## config.mk

```make
export PLATFORM = sky130hd
export DESIGN_NAME = pt1k_cfg_regs
export DESIGN_NICKNAME = d
export VERILOG_FILES = /design/src/rtl/pt1k_pkg.sv /design/src/rtl/pt1k_cfg_regs.sv
export SDC_FILE = /design/constraint.sdc
export NUM_CORES = 1
export LEC_CHECK = 0
export ABC_AREA = 1
export BUFFER_PORTS_ARGS = -buffer_cell sky130_fd_sc_hd__buf_4
export CORE_MARGIN = 10
export CORE_UTILIZATION = 39
export CTS_CLUSTER_SIZE = 10
export DETAILED_ROUTE_END_ITERATION = 8
export PLACE_DENSITY = 0.76
export SETUP_SLACK_MARGIN = 0.2
export SLEW_MARGIN = 20
export SYNTH_ARGS = -nofsm -noshare
export SYNTH_HDL_FRONTEND = slang
export SYNTH_SLANG_ARGS = --single-unit
```

## constraint.sdc

```tcl
create_clock -name clk -period 0.97 [get_ports clk]
set_clock_uncertainty 0.15 [all_clocks]
set_input_delay 0.0485 -clock clk [delete_from_list [all_inputs] [get_ports clk]]
set_output_delay 0.0485 -clock clk [all_outputs]
set_load 0.02 [all_outputs]
```

## src/rtl/pt1k_pkg.sv

```systemverilog
// ----------------------------------------------------------------------------
// pt1k_pkg
// shared types, constants and command codes of the pt1000 rtd converter
// ----------------------------------------------------------------------------
`timescale 1ns / 1ps

package pt1k_pkg;

  localparam int ADC_BITS     = 12;
  localparam int BISECT_STEPS = 22;
  localparam int DIV_STEPS    = 24;
  localparam int CNT_W        = $clog2((DIV_STEPS > BISECT_STEPS) ? DIV_STEPS : BISECT_STEPS);

  // conversion constants, q0.32
  localparam logic [29:0] GAIN_Q32 = 30'd916612260;
  localparam logic [31:0] K1_Q32   = 32'd999596515;

  // polynomial coefficients
  localparam logic signed [26:0] A_Q24  = 27'sd65570389;
  localparam logic        [21:0] B_Q32  = 22'd2480324;
  localparam logic signed [27:0] C_Q64  = 28'sd126671254;
  localparam logic signed [63:0] POLY_ONE = 64'sd1099511627776000;

  // bisection interval and offsets
  localparam logic [40:0]        SPAN_Q32  = 41'd1653562408960;
  localparam logic signed [26:0] T_OFFSET  = 27'sd327680;
  localparam logic [44:0]        TEMP_BIAS = 45'd214748364800;
  localparam logic signed [12:0] TEMP_50   = 13'sd50;

  // output scaling, divide by 256000 as shift by 11 and reciprocal of 125
  localparam logic [9:0]  SCALE_MUL  = 10'd1003;
  localparam logic [34:0] SCALE_RND  = 35'd128000;
  localparam logic [23:0] RECIP_125  = 24'd8589935;
  localparam int          RECIP_SHIFT = 30;

  // register indexes
  localparam logic [1:0] REG_UPDATE_TICKS = 2'd0;
  localparam logic [1:0] REG_PROBE_THRESH = 2'd1;
  localparam logic [1:0] REG_EMA_ALPHA    = 2'd2;

  localparam logic [9:0]  RST_UPDATE_TICKS = 10'd100;
  localparam logic [11:0] RST_PROBE_THRESH = 12'd2400;
  localparam logic [15:0] RST_EMA_ALPHA    = 16'd6554;

  localparam int OUT_W = 80;

  typedef struct packed {
    logic [9:0]  update_ticks;
    logic [11:0] probe_thresh;
    logic [15:0] ema_alpha;
  } cfg_t;

  typedef enum logic [4:0] {
    OP_NONE,
    OP_LOAD,
    OP_CONV1,
    OP_CONV2,
    OP_DIV,
    OP_EMA1,
    OP_EMA2,
    OP_SCL1,
    OP_SCL2,
    OP_BINIT,
    OP_BMID,
    OP_BM1,
    OP_BM2,
    OP_BM3,
    OP_BCMP,
    OP_BFIN,
    OP_HOLD,
    OP_OUT
  } op_t;

  typedef struct packed {
    op_t  op;
    logic ch;
    logic upd;
  } cmd_t;

  typedef struct packed {
    logic [1:0] samp_zero;
  } stat_t;

endpackage

```

## src/rtl/pt1k_cfg_regs.sv

```systemverilog
// ----------------------------------------------------------------------------
// pt1k_cfg_regs
// apb-style register file holding the converter settings
// ----------------------------------------------------------------------------
`timescale 1ns / 1ps

module pt1k_cfg_regs (
  input  logic           clk,
  input  logic           rst_n,
  input  logic           psel,
  input  logic           penable,
  input  logic           pwrite,
  input  logic [3:0]     paddr,
  input  logic [31:0]    pwdata,
  output logic [31:0]    prdata,
  output logic           pready,
  output pt1k_pkg::cfg_t cfg
);

  pt1k_pkg::cfg_t cfg_r;
  logic           wr_en;

  assign wr_en  = psel && penable && pwrite;
  assign pready = 1'b1;
  assign cfg    = cfg_r;

  always_ff @(posedge clk) begin
    if (!rst_n) begin
      cfg_r.update_ticks <= pt1k_pkg::RST_UPDATE_TICKS;
      cfg_r.probe_thresh <= pt1k_pkg::RST_PROBE_THRESH;
      cfg_r.ema_alpha    <= pt1k_pkg::RST_EMA_ALPHA;
    end else if (wr_en) begin
      unique case (paddr[3:2])
        pt1k_pkg::REG_UPDATE_TICKS: cfg_r.update_ticks <= pwdata[9:0];
        pt1k_pkg::REG_PROBE_THRESH: cfg_r.probe_thresh <= pwdata[11:0];
        pt1k_pkg::REG_EMA_ALPHA:    cfg_r.ema_alpha    <= pwdata[15:0];
        default: ;
      endcase
    end
  end

  always_comb begin
    unique case (paddr[3:2])
      pt1k_pkg::REG_UPDATE_TICKS: prdata = {22'd0, cfg_r.update_ticks};
      pt1k_pkg::REG_PROBE_THRESH: prdata = {20'd0, cfg_r.probe_thresh};
      pt1k_pkg::REG_EMA_ALPHA:    prdata = {16'd0, cfg_r.ema_alpha};
      default:                    prdata = 32'd0;
    endcase
  end

endmodule

```

==> results by group <==
Cells and area
  • Share of layout cells above drive strength 1: roughly two thirds
  • Antenna cells: 0
  • Post-layout util: 86.7%
  • Nets@finish: roughly 460
  • Final Non-Filler Cells: 477
  • Largest register FFs: 38
  • Area growth, synth to finish: 117%

Placed design
  • Port bufs: 76
  • Placed Instances: about 420
  • RePlAce Congestion: about 0.8
  • HPWL Detailed: 4510 um

Clock network
  • Depth of the CTS H-tree: 2
  • Total CTS buffers: 5
  • CTS tree: done
  • CTS Sinks: 38
  • Clock tree buffer depth: 2
  • Clk Latency, worst-skew pair: around 0.30 ns
  • Clock Tree Root: clkbuf_8
  • Worst-path clk slew: around 0.08 ns

Critical path
  • Crit path largest cell delay: 0.35 ns
  • Critical path type: flip-flop to output port
  • Worst path cell trace: nand2_1 -> nand3_2 -> buf_6
  • WP data required: roughly 0.77 ns
  • Reg-to-Reg Start: cfg[5]$_SDFFE_PN0P_
  • Crit path buf inv count: 1
  • CP max FO: 3
  • Worst reg2reg path depth: 4
  • Top Family by Delay on Critical Path: flip-flops
  • CP max-delay cell: dfxtp_2
  • Worst setup startpoint: cfg[19]$_SDFFE_PN0P_
  • Data arrival, critical path: approximately 0.96 ns
  • Critical Path End Type: output port
  • Worst path depth: 3
  • CP Launch Type: flip-flop

Floorplan
  • Die footprint: between 7000 and 8000 um^2
  • CORE AREA: between 4000 and 5000 um^2
  • Ports: around 110
  • Starting Density: between 30% and 40%
  • FP Rows: 25
  • Die Ht: between 80 and 90 um
  • Chip width: just under 90 um

Routing
  • Via count: ~2500
  • DRT Pass-1 Iters: 4
  • WL/cell: just under 20 um
  • DR DRC count: 0
  • Post-DRT Antenna Nets: 0
  • Final WL: 9210 um
  • Drt via density: roughly 5.1
  • 1st-iter DRT viols: 130

Global routing
  • Total GRT Usage: about 17%
  • Largest net degree at the start of global routing: 39
  • Vias in the first global route: between 2000 and 2500
  • Antenna violations before repair: 0
  • First-pass GRT wire length: 10500 um
  • Total grt overflow: 0

Synthesis
  • Synth top area share: approximately two fifths
  • Syn Area/Cell: between 6 and 7 um^2
  • Mapped Cells: slightly below 300
  • Synth Cell Area: ~1900 um^2
  • Yosys warns: 0
  • Sequential fraction of the synthesis area: between 40% and 50%
  • Synth area leader: dfxtp_1
  • Register bit total from synthesis: 38
  • Cells taking the most area after synthesis: dfxtp_1 41%, nand2_1 19%, nand3_1 13%, nor2_1 11%, buf_4 7.2%
  • Unique masters post-synth: 12

Worst hold path
  • Hold depth: 3
  • Hold Startpoint: pwdata[11]
  • HP Class: primary input to flip-flop

Status
  • Failing checks: negative hold slack, negative setup slack
  • Run status: finished, violations left

STA
  • Final Setup Violations: between 50 and 60
  • Crit share post-route: 119%
  • Final WS setup: -0.189 ns
  • Final hold viol count: 27
  • Final slew viol count: 0
  • FMAX: approximately 860 MHz
  • WHS: -0.185 ns
  • Unrepaired setup endpoints after global routing: yes
  • Min cycle time layout: 1.16 ns

Run
  • Max-cap violations: 0

Power and ir drop
  • P per Cell Area: approximately 980 nW/um^2
  • VDD IR-drop max: around 650 uV
  • Leak: between 1.5 and 2 nW
==> worst min-delay path, delay by kind of cell <==
family	cells	cell delay, ns
and+or+nand+nor	2	0.09
buffers and inverters	1	0.10
==> layout make-up <==
class / instances / area, um^2
sequential: 38 / 848
inverter: 21 / 104
timing repair buffer: 135 / 1560
tap: 54 / 67.6
fill: 218 / 624
clock inverter: 2 / 10.0
multi-input combinational: 221 / 1380
clock buffer: 6 / 93.8
==> synth_stat cells <==
cell type,instances
nand2_1,95
nor2_1,55
nand3_1,49
dfxtp_1,38
inv_1,21
buf_4,18
buf_2,9
nor2_2,3
buf_1,2
conb_1,2
clkbuf_1,1
nor2_4,1
==> routing by layer <==
| layer | vias up | global-route usage [%] | part of all wire [%] |
|---|---|---|---|
| li1 | 1127 | - | - |
| met1 | 1178 | 18.0 | 37 |
| met2 | 121 | 30.5 | 54 |
| met3 | 27 | 4.65 | 6.5 |
| met4 | 0 | 6.94 | 2.5 |
| met5 | - | 0 | 0 |
==> power breakdown <==
part | internal, W | switching (W)
Clock | 0.000654 | 0.000630
Sequential | 0.00156 | 0.0000443
Combinational | 0.000501 | 0.000575
Total | 0.00272 | 0.00125
==> cells by family after synthesis <==
group,Yosys count,synth area share [%]
other cells,2,0.400
simple gates,203,44.7
buf+inv,51,14.4
flops,38,40.5
==> through the flow <==
stage / power (W) / cell area (um^2) / setup WS [ns] / TNS [ns] / hold WS, ns
global placement: 0.00237 / 2850 / -0.143 / -5.36 / 0.112
CTS: 0.00372 / 3400 / -0.149 / -3.83 / -0.190
detailed placement: 0.00238 / 2850 / -0.148 / -5.87 / 0.127
finish: 0.00397 / 4070 / -0.189 / -4.95 / -0.185
global route: 0.00408 / 4070 / -0.207 / -6.03 / -0.178
floorplan: 0.00212 / 2220 / 0.119 / 0 / 0.0239
==> worst paths after layout <==
| kind | end | slack [ns] |
|---|---|---|
| worst max-delay path | prdata[3] | -0.19 |
| worst min-delay path | cfg[27]$_SDFFE_PN1P_ | -0.19 |
| worst max register to register | cfg[5]$_SDFFE_PN0P_ | 0 |
| worst min register to register | cfg[2]$_SDFFE_PN0P_ | 0.34 |
==> what timing repair did <==
action,in CTS,in global routing
gates cloned,1,2
buffers inserted,18,24
gates resized for setup,92,119
endpoints found under the setup margin,76,89
endpoints found under the hold margin,38,28
pin swaps,43,42
==> placed cells by master (no fill, tap or decap), drive strengths merged <==
cell / count
nand3: 49
nor2: 60
clkbuf: 8
buf: 133
nand2: 95
clkinv: 4
inv: 19
conb: 17
dfxtp: 38
Note: power is estimated with default switching activity, not from simulation.
