`config.mk`:
```
export PLATFORM = sky130hd
export DESIGN_NAME = pt1k_ctrl
export DESIGN_NICKNAME = d
export VERILOG_FILES = /design/src/rtl/pt1k_pkg.sv /design/src/rtl/pt1k_ctrl.sv
export SDC_FILE = /design/constraint.sdc
export NUM_CORES = 1
export LEC_CHECK = 0
export ABC_AREA = 1
export BUFFER_PORTS_ARGS = -buffer_cell sky130_fd_sc_hd__buf_2
export CORE_ASPECT_RATIO = 0.8
export CORE_MARGIN = 10
export CORE_UTILIZATION = 50
export CTS_CLUSTER_DIAMETER = 120
export DETAILED_ROUTE_END_ITERATION = 6
export PLACE_DENSITY = 0.74
export SLEW_MARGIN = 20
export SYNTH_ARGS = -nofsm -noshare
export SYNTH_HDL_FRONTEND = slang
export SYNTH_SLANG_ARGS = --single-unit
```
`constraint.sdc`:
```
create_clock -name clk -period 3.67 [get_ports clk]
set_input_delay 0.734 -clock clk [delete_from_list [all_inputs] [get_ports clk]]
set_output_delay 0.734 -clock clk [all_outputs]
set_load 0.005 [all_outputs]
```
`src/rtl/pt1k_pkg.sv`:
```
// ----------------------------------------------------------------------------
// pt1k_pkg
// shared types, constants and command codes of the pt1000 rtd converter
// ----------------------------------------------------------------------------
`timescale 1ns / 1ps

package pt1k_pkg;

  localparam int ADC_BITS     = 12;
  localparam int BISECT_STEPS = 22;
  localparam int DIV_STEPS    = 24;
  localparam int CNT_W        = $clog2((DIV_STEPS > BISECT_STEPS) ? DIV_STEPS : BISECT_STEPS);

  // conversion constants, q0.32
  localparam logic [29:0] GAIN_Q32 = 30'd916612260;
  localparam logic [31:0] K1_Q32   = 32'd999596515;

  // polynomial coefficients
  localparam logic signed [26:0] A_Q24  = 27'sd65570389;
  localparam logic        [21:0] B_Q32  = 22'd2480324;
  localparam logic signed [27:0] C_Q64  = 28'sd126671254;
  localparam logic signed [63:0] POLY_ONE = 64'sd1099511627776000;

  // bisection interval and offsets
  localparam logic [40:0]        SPAN_Q32  = 41'd1653562408960;
  localparam logic signed [26:0] T_OFFSET  = 27'sd327680;
  localparam logic [44:0]        TEMP_BIAS = 45'd214748364800;
  localparam logic signed [12:0] TEMP_50   = 13'sd50;

  // output scaling, divide by 256000 as shift by 11 and reciprocal of 125
  localparam logic [9:0]  SCALE_MUL  = 10'd1003;
  localparam logic [34:0] SCALE_RND  = 35'd128000;
  localparam logic [23:0] RECIP_125  = 24'd8589935;
  localparam int          RECIP_SHIFT = 30;

  // register indexes
  localparam logic [1:0] REG_UPDATE_TICKS = 2'd0;
  localparam logic [1:0] REG_PROBE_THRESH = 2'd1;
  localparam logic [1:0] REG_EMA_ALPHA    = 2'd2;

  localparam logic [9:0]  RST_UPDATE_TICKS = 10'd100;
  localparam logic [11:0] RST_PROBE_THRESH = 12'd2400;
  localparam logic [15:0] RST_EMA_ALPHA    = 16'd6554;

  localparam int OUT_W = 80;

  typedef struct packed {
    logic [9:0]  update_ticks;
    logic [11:0] probe_thresh;
    logic [15:0] ema_alpha;
  } cfg_t;

  typedef enum logic [4:0] {
    OP_NONE,
    OP_LOAD,
    OP_CONV1,
    OP_CONV2,
    OP_DIV,
    OP_EMA1,
    OP_EMA2,
    OP_SCL1,
    OP_SCL2,
    OP_BINIT,
    OP_BMID,
    OP_BM1,
    OP_BM2,
    OP_BM3,
    OP_BCMP,
    OP_BFIN,
    OP_HOLD,
    OP_OUT
  } op_t;

  typedef struct packed {
    op_t  op;
    logic ch;
    logic upd;
  } cmd_t;

  typedef struct packed {
    logic [1:0] samp_zero;
  } stat_t;

endpackage

```
`src/rtl/pt1k_ctrl.sv`:
```
// ----------------------------------------------------------------------------
// pt1k_ctrl
// sequencer for channel conversion, tick counting and bisection
// ----------------------------------------------------------------------------
`timescale 1ns / 1ps

module pt1k_ctrl (
  input  logic            clk,
  input  logic            rst_n,
  input  pt1k_pkg::cfg_t  cfg,
  input  pt1k_pkg::stat_t stat,
  input  logic            in_valid,
  output logic            in_ready,
  output logic            out_valid,
  input  logic            out_ready,
  output pt1k_pkg::cmd_t  cmd
);

  localparam int CNT_W_L = pt1k_pkg::CNT_W;

  typedef enum logic [18:0] {
    S_IDLE  = 19'd1 << 0,
    S_CHAN  = 19'd1 << 1,
    S_CONV1 = 19'd1 << 2,
    S_CONV2 = 19'd1 << 3,
    S_DIV   = 19'd1 << 4,
    S_EMA1  = 19'd1 << 5,
    S_EMA2  = 19'd1 << 6,
    S_SCL1  = 19'd1 << 7,
    S_SCL2  = 19'd1 << 8,
    S_TICK  = 19'd1 << 9,
    S_BINIT = 19'd1 << 10,
    S_BMID  = 19'd1 << 11,
    S_BM1   = 19'd1 << 12,
    S_BM2   = 19'd1 << 13,
    S_BM3   = 19'd1 << 14,
    S_BCMP  = 19'd1 << 15,
    S_BFIN  = 19'd1 << 16,
    S_HOLD  = 19'd1 << 17,
    S_OUT   = 19'd1 << 18
  } state_t;

  state_t                     state_r, state_nxt;
  logic                       ch_r, ch_nxt;
  logic                       upd_r, upd_nxt;
  logic [CNT_W_L-1:0]         cnt_r, cnt_nxt;
  logic [9:0]                 tick_r, tick_nxt;
  logic                       out_valid_r, out_valid_nxt;
  logic                       load;
  logic [10:0]                tick_inc;

  assign in_ready  = (state_r == S_IDLE);
  assign out_valid = out_valid_r;
  assign load      = (state_r == S_OUT) && (!out_valid_r || out_ready);
  assign tick_inc  = {1'b0, tick_r} + 11'd1;

  always_comb begin
    state_nxt     = state_r;
    ch_nxt        = ch_r;
    upd_nxt       = upd_r;
    cnt_nxt       = cnt_r;
    tick_nxt      = tick_r;
    out_valid_nxt = out_valid_r;
    cmd.op        = pt1k_pkg::OP_NONE;
    cmd.ch        = ch_r;
    cmd.upd       = upd_r;
    if (out_valid_r && out_ready) out_valid_nxt = 1'b0;

    unique case (state_r)
      S_IDLE: begin
        if (in_valid) begin
          cmd.op    = pt1k_pkg::OP_LOAD;
          ch_nxt    = 1'b1;
          state_nxt = S_CHAN;
        end
      end
      S_CHAN:  state_nxt = stat.samp_zero[ch_r] ? S_SCL1 : S_CONV1;
      S_CONV1: begin
        cmd.op    = pt1k_pkg::OP_CONV1;
        state_nxt = S_CONV2;
      end
      S_CONV2: begin
        cmd.op    = pt1k_pkg::OP_CONV2;
        cnt_nxt   = '0;
        state_nxt = S_DIV;
      end
      S_DIV: begin
        cmd.op  = pt1k_pkg::OP_DIV;
        cnt_nxt = cnt_r + 1'b1;
        if (cnt_r == CNT_W_L'(pt1k_pkg::DIV_STEPS - 1)) state_nxt = S_EMA1;
      end
      S_EMA1: begin
        cmd.op    = pt1k_pkg::OP_EMA1;
        state_nxt = S_EMA2;
      end
      S_EMA2: begin
        cmd.op    = pt1k_pkg::OP_EMA2;
        state_nxt = S_SCL1;
      end
      S_SCL1: begin
        cmd.op    = pt1k_pkg::OP_SCL1;
        state_nxt = S_SCL2;
      end
      S_SCL2: begin
        cmd.op = pt1k_pkg::OP_SCL2;
        if (ch_r) begin
          ch_nxt    = 1'b0;
          state_nxt = S_CHAN;
        end else begin
          state_nxt = S_TICK;
        end
      end
      S_TICK: begin
        if (tick_inc >= {1'b0, cfg.update_ticks}) begin
          tick_nxt  = 10'd0;
          upd_nxt   = 1'b1;
          ch_nxt    = 1'b1;
          state_nxt = S_BINIT;
        end else begin
          tick_nxt  = tick_inc[9:0];
          upd_nxt   = 1'b0;
          state_nxt = S_OUT;
        end
      end
      S_BINIT: begin
        cmd.op    = pt1k_pkg::OP_BINIT;
        cnt_nxt   = '0;
        state_nxt = S_BMID;
      end
      S_BMID: begin
        cmd.op    = pt1k_pkg::OP_BMID;
        state_nxt = S_BM1;
      end
      S_BM1: begin
        cmd.op    = pt1k_pkg::OP_BM1;
        state_nxt = S_BM2;
      end
      S_BM2: begin
        cmd.op    = pt1k_pkg::OP_BM2;
        state_nxt = S_BM3;
      end
      S_BM3: begin
        cmd.op    = pt1k_pkg::OP_BM3;
        state_nxt = S_BCMP;
      end
      S_BCMP: begin
        cmd.op  = pt1k_pkg::OP_BCMP;
        cnt_nxt = cnt_r + 1'b1;
        state_nxt = (cnt_r == CNT_W_L'(pt1k_pkg::BISECT_STEPS - 1)) ? S_BFIN : S_BMID;
      end
      S_BFIN: begin
        cmd.op = pt1k_pkg::OP_BFIN;
        if (ch_r) begin
          ch_nxt    = 1'b0;
          state_nxt = S_BINIT;
        end else begin
          state_nxt = S_HOLD;
        end
      end
      S_HOLD: begin
        cmd.op    = pt1k_pkg::OP_HOLD;
        state_nxt = S_OUT;
      end
      S_OUT: begin
        if (load) begin
          cmd.op        = pt1k_pkg::OP_OUT;
          out_valid_nxt = 1'b1;
          state_nxt     = S_IDLE;
        end
      end
      default: state_nxt = S_IDLE;
    endcase
  end

  always_ff @(posedge clk) begin
    if (!rst_n) begin
      state_r     <= S_IDLE;
      ch_r        <= 1'b0;
      upd_r       <= 1'b0;
      cnt_r       <= '0;
      tick_r      <= 10'd0;
      out_valid_r <= 1'b0;
    end else begin
      state_r     <= state_nxt;
      ch_r        <= ch_nxt;
      upd_r       <= upd_nxt;
      cnt_r       <= cnt_nxt;
      tick_r      <= tick_nxt;
      out_valid_r <= out_valid_nxt;
    end
  end

endmodule

```
==> impl_metrics.toml, run 1 <==
[sta]
hold_slack_ns = 0.4625
fmax_mhz = 358.0
setup_slack_ns = 0.8769
setup_violations = 0
report.final.slew_viol_count = 0
rsz0062_at_grt = "no"
hold_viol_final = 0
fin_tns_setup_ns = 0
clock_skew_ns = 0.007446
worst_slew_pin_slew_ns = 0.5104
fin_crit_sh = 0.7611
slew_headroom = 0.6592
min_period_ns = 2.793

[pwr]
p_leak_nw = 1.342
pwr_density_cell_nw_per_um2 = 377.0
peakVddDrop_mv = 0.2183
power.total_mw = 1.029

[synth]
syn_area_sq_um = 2489
synth_compound_area_frac = 0.09452
yosysTopAreaCell = "dfxtp_1"
synth_nets = 411
synth_top_area_frac = 0.2976
synth.distinct_cells = 33
ys_ff_latch = 37
synth_adder_area_share = 0.06536
yosysSeqAreaShare = 0.2976
yosysWarnings = 0
synth_xor_area_frac = 0.03167
syn_avg_cell_area_sq_um = 7.030
ys.flop_type = "dfxtp_1"
synthTopCellsByArea = "dfxtp_1 (30%), nand2_1 (10%), inv_1 (7.8%), ha_1 (6.5%), a21oi_1 (5.0%)"
synthMuxAreaShare = 0
synth_edf_count = 0
synthesis.instances = 354
synth_top_family_by_area = "simple AND/OR/NAND/NOR gates"
async_flop_share = 0
synth-simple-area-share = 0.3997

[setup_path]
r2r_end = "state_r[18]"
r2r_setup_slack_ns = 0.88
critPathKind = "reg -> reg"
path_delay_family = "simple AND/OR/NAND/NOR gates"
cp-start-kind = "flip-flop"
critical_path_peak_fanout = 11
cp_cell_sequence = "ha_1 -> nand2_1 -> nor2_2 -> nand3_1 -> xnor2_1 -> ha_1 -> nand2_1 -> o21a_1 -> nand2_1 -> nand3_1 -> nand3_1 -> nand3_1 -> nand2_1 -> inv_1"
slowest_stage = "dfxtp_1"
cp-end-kind = "flip-flop"
reg2reg_depth = 14
reg2reg_from = "tick_r[0]"
path_buf_inv = 1
crit_arrival_ns = 3.00
cp.depth = 14
critPathMaxStageDelay_ns = 0.41
cp.required_ns = 3.87

[die]
core-area_sq_um = 4707
io_pins = 53
die_w_um = 98.88
num_rows = 22
dieHeight_um = 83.10
dieArea_sq_um = 8217
start_util = 0.5287

[layout]
final_cell_mix = "nand2_1 (66), inv_1 (52), dfxtp_1 (37)"
final_common_cell = "nand2_1"
final_nets = 434
stdcell_area_sq_um = 2729
layout.cells.non_filler = 437
drive_above_1_share = 0.2016
syn_to_final_growth_pct = 9.653
fin_util = 0.5797
num_antenna_cells = 0

[placement]
placed_area_sq_um = 2643
post-place-ws_ns = 0.9412
gp_congestion = 0.8864
numPlacedInstances = 430
hpwl_um = 4449
io_buffers = 24

[clock_network]
cts_buffers = 5
holdBufCountCts = 0
clk_path_buf_depth = 2
cts_max_level = 2
cts_tree = "yes"
post_cts_resized = 0
clk_latency_ns = 0.30
cts_setup_buffers = 0
cts_num_sinks = 37
clkTransAtPathRegs_ns = 0.07
cts-root-buf = "clkbuf_8"

[routing]
via_count = 2255
drt-initial-drc-count = 137
routedWlPerCell_um = 12.92
drc = 0
drt-vias-per-instance = 5.160
firstDrtPassIters = 4
ant_nets = 0
drt-total-wl_um = 5645

[grt]
antenna_found_initial = 0
grt_pass1_wl_um = 10040
grt_usage = 0.1431
grt-ovfl-total = 0
grt_max_degree = 29
grt_pass1_vias = 2162

[hold_path]
hp-start = "cnt_r[3]"
hp-class = "reg -> reg"
whs_endpoint = "cnt_r[3]"
hold_depth = 2

[run_status]
outcome = "completed"

[run]
max-cap-violations = 0
## worst register-to-register path, cell delays in order, from the launching register on
cell     delay [ns]
dfxtp_1        0.41
ha_1           0.21
nand2_1        0.08
nor2_2         0.15
nand3_1        0.11
xnor2_1        0.17
ha_1           0.31
nand2_1        0.08
o21a_1         0.18
nand2_1        0.06
nand3_1        0.36
nand3_1        0.36
nand3_1        0.11
nand2_1        0.08
inv_1          0.04
## synth_stat cells (6+ instances only)
| master | count |
|---|---|
| a21oi_1 | 25 |
| dfxtp_1 | 37 |
| ha_1 | 13 |
| inv_1 | 52 |
| inv_2 | 7 |
| nand2_1 | 66 |
| nand2_2 | 7 |
| nand3_1 | 21 |
| nand4_1 | 17 |
| nor2_1 | 29 |
| nor2_2 | 6 |
| nor2_4 | 9 |
| nor3_1 | 14 |
| o21ai_0 | 6 |
| xor2_1 | 8 |
## cell type report
type	count	area [sq um]
Fill cell	457	1978
Timing Repair Buffer	25	127.6
Sequential cell	37	740.7
Tap cell	60	75.07
Inverter	60	227.7
Multi-Input combinational cell	248	1471
Clock buffer	7	86.33
## registers in the layout (all words and copies together) (netlist names)
signal and cells:
ch_r 1, tick_r 10, cnt_r 5, state_r 19, upd_r 1, out_valid 1
## kinds of logic after synthesis
kind of cell,after synthesis
buffers and inverters,69
XOR/XNOR,9
adder cells (fa/ha/maj),13
AO/OA/AOI/OAI,42
flip-flops,37
AND/OR/NAND/NOR,184
## layer usage
layer | GRT usage | wire (um) | part of all wire
met5 | 0 | 0 | 0
met4 | 0.05045 | 81 | 0.014
met3 | 0.04056 | 322 | 0.057
met2 | 0.2112 | 2414 | 0.43
met1 | 0.1918 | 2826 | 0.50
## worst max path at each step
stage | from | end | slack [ns]
detailed placement | tick_r[0] | state_r[18] | 0.94
finish | tick_r[0] | state_r[18] | 0.88
CTS | tick_r[0] | state_r[18] | 0.92
global placement | tick_r[0] | upd_r | 1.01
floorplan | tick_r[0] | state_r[10] | 1.39
global route | tick_r[0] | upd_r | 0.62
## power by group
group / switching [mW] / total (mW) / internal, mW / leakage [nW]
Combinational: 0.196 / 0.303 / 0.107 / 0.999
Sequential: 0.0146 / 0.431 / 0.417 / 0.299
Clock: 0.146 / 0.295 / 0.149 / 0.0443
(Power assumes the default switching activity.)
==> run 2, diff against run 1 <==
--- a/config.mk
+++ b/config.mk
@@ -9,10 +9,10 @@
 export BUFFER_PORTS_ARGS = -buffer_cell sky130_fd_sc_hd__buf_2
 export CORE_ASPECT_RATIO = 0.8
 export CORE_MARGIN = 10
-export CORE_UTILIZATION = 50
+export CORE_UTILIZATION = 49
 export CTS_CLUSTER_DIAMETER = 120
 export DETAILED_ROUTE_END_ITERATION = 6
-export PLACE_DENSITY = 0.74
+export PLACE_DENSITY = 0.76
 export SLEW_MARGIN = 20
 export SYNTH_ARGS = -nofsm -noshare
 export SYNTH_HDL_FRONTEND = slang
==> constraint.sdc (replaced) <==
create_clock -name clk -period 2.2 [get_ports clk]
set_input_delay 0.44 -clock clk [delete_from_list [all_inputs] [get_ports clk]]
set_output_delay 0.44 -clock clk [all_outputs]
set_load 0.005 [all_outputs]
==> run 2 against run 1 <==
  * The flow now finishes with violations (setup timing)
  * Sequential power is 67% higher
  * Global-route usage up 0.52 points
  * Routed wire length grew 29%
  * Clock-buffer cell count down 1
  * Hold slack lost 0.031 ns
  * Critical path depth is 2 higher
  * Design area is 27% higher
==> impl_metrics.toml, run 2 (synthesis gave the netlist of run 1 again) <==
[run_status]
outcome = "finished, violations left"
violations = "setup timing"

[hold_path]
whs_endpoint = "state_r[0]"
hold_depth = 2
hp-class = "in -> reg"
hp-start = "rst_n"

[layout]
largest_reg_flops = 19
final_common_cell = "nand2_1"
final_nets = 479
top_register = "state_r"
drive_above_1_share = 0.4455
layout.cells.non_filler = 484
final_cell_mix = "nand2_1 (59), inv_1 (49), buf_4 (38)"
num_antenna_cells = 0
largestRegisters = "state_r: 19 flops, tick_r: 10 flops, cnt_r: 5 flops"
syn_to_final_growth_pct = 39.52

[sta]
fmax_mhz = 437.5
slew_headroom = 0.6297
worst_slew_pin_slew_ns = 0.5512
setup_slack_ns = -0.08561
clock_skew_ns = 0.004509
report.final.slew_viol_count = 0
hold_viol_final = 0
hold_slack_ns = 0.4315
fin_crit_sh = 1.039
min_period_ns = 2.286
rsz0062_at_grt = "yes"
setup_violations = 10

[die]
num_rows = 23
dieHeight_um = 83.74
dieArea_sq_um = 8347
start_util = 0.5028
core-area_sq_um = 4950
io_pins = 53
die_w_um = 99.68

[clock_network]
cts-root-buf = "clkbuf_8"
cts_buffers = 5
cts_max_level = 2
clk_latency_ns = 0.30
holdBufCountCts = 0
clkTransAtPathRegs_ns = 0.07
cts_tree = "yes"
clk_path_buf_depth = 2
cts_num_sinks = 37

[grt]
grt_pass1_wl_um = 10410
grt_pass1_vias = 2312
grt-ovfl-total = 0
antenna_found_initial = 0
grt_usage = 0.1483
grt_max_degree = 29

[setup_path]
critPathMostFrequentCell = "nand2_1"
critPathKind = "reg -> reg"
cp.required_ns = 2.39
path_buf_inv = 4
cp-start-kind = "flip-flop"
cp_cell_sequence = "inv_2 -> buf_6 -> nor3_4 -> nand2_2 -> xor2_1 -> inv_1 -> ha_1 -> nand2_1 -> nor2_1 -> nand2_1 -> nand2_2 -> nand3_4 -> nand3_2 -> nand3_1 -> nand2_1 -> inv_1"
r2r_setup_slack_ns = -0.09
cp-end-kind = "flip-flop"
slowest_stage = "dfxtp_2"
crit_arrival_ns = 2.48
critical_path_peak_fanout = 4
reg2reg_depth = 16
worstSetupStartpoint = "tick_r[4]"
r2r_end = "state_r[18]"
reg2reg_from = "tick_r[4]"
path_delay_family = "simple AND/OR/NAND/NOR gates"
critPathMaxStageDelay_ns = 0.34

[pwr]
p_leak_nw = 1.667
peakVddDrop_mv = 0.3884
power.total_mw = 1.909
pwr_density_cell_nw_per_um2 = 549.7

[placement]
io_buffers = 24
gp_congestion = 0.8986
hpwl_um = 4420
numPlacedInstances = 454

[routing]
drt-total-wl_um = 7255
routedWlPerCell_um = 14.99
via_count = 2648
drc = 0
drt-vias-per-instance = 5.471
drt-initial-drc-count = 236
firstDrtPassIters = 5
ant_nets = 0

[run]
max-cap-violations = 0
-- run 2: worst max path at each step --
| stage | slack [ns] | cells past startpoint | endpoint |
|---|---|---|---|
| after floorplan | 0.04 | 13 | state_r[10] |
| after global placement | -0.12 | 13 | state_r[10] |
| final | -0.09 | 16 | state_r[18] |
| after CTS | 0.00009 | 10 | cmd[2] |
| after global routing | -0.21 | 15 | tick_r[3] |
| after detailed placement | -0.13 | 13 | state_r[10] |
-- run 2: worst reg2reg max path: cells and delay by family (launching register included) --
family                     cells  cell delay, ns
and+or+nand+nor               10            1.09
DFF                            1            0.34
buffers and inverters          4            0.29
adders and majority gates      1            0.29
xor gates and xnor gates       1            0.16
-- run 2: routing by layer --
layer / GRT usage / routed length (um)
met1: 0.1912 / 3055
met2: 0.2290 / 3418
met3: 0.04056 / 572
met4: 0.05202 / 208
met5: 0 / 0
-- run 2: power breakdown --
part           switching [mW]  total (mW)  internal (mW)
registers              0.0287       0.718          0.689
clock network           0.250       0.498          0.248
logic                   0.406       0.693          0.287
-- run 2: stage by stage --
step | util | worst slack (ns) | TNS (ns) | instance area (sq um)
5_1_grt | 0.7015 | -0.2050 | -2.503 | 3472
3_3_place_gp | 0.5677 | -0.1170 | -0.7763 | 2810
3_5_place_dp | 0.5677 | -0.1316 | -0.9918 | 2810
2_1_floorplan | - | 0.03500 | 0 | 2490
4_1_cts | 0.6360 | 0.00009392 | 0 | 3148
6_report | 0.7015 | -0.08561 | -0.2357 | 3472
-- run 2: area by class of cell --
class / instances / area [sq um]
flip-flops and latches: 37 / 793.3
clock inverters: 1 / 7.507
inverters: 60 / 230.2
multi-input cells: 248 / 1785
well taps: 62 / 77.57
fillers: 364 / 1478
clock buffers: 6 / 82.58
repair buffers: 70 / 495.5
-- run 2: what timing repair did --
| action | 4_1_cts | 5_1_grt |
|---|---|---|
| buffers inserted | 11 | 14 |
| resized for setup | 52 | 57 |
| endpoints found under the setup margin | 17 | 19 |
| cloned | 0 | 0 |
| pin swaps | 14 | 48 |
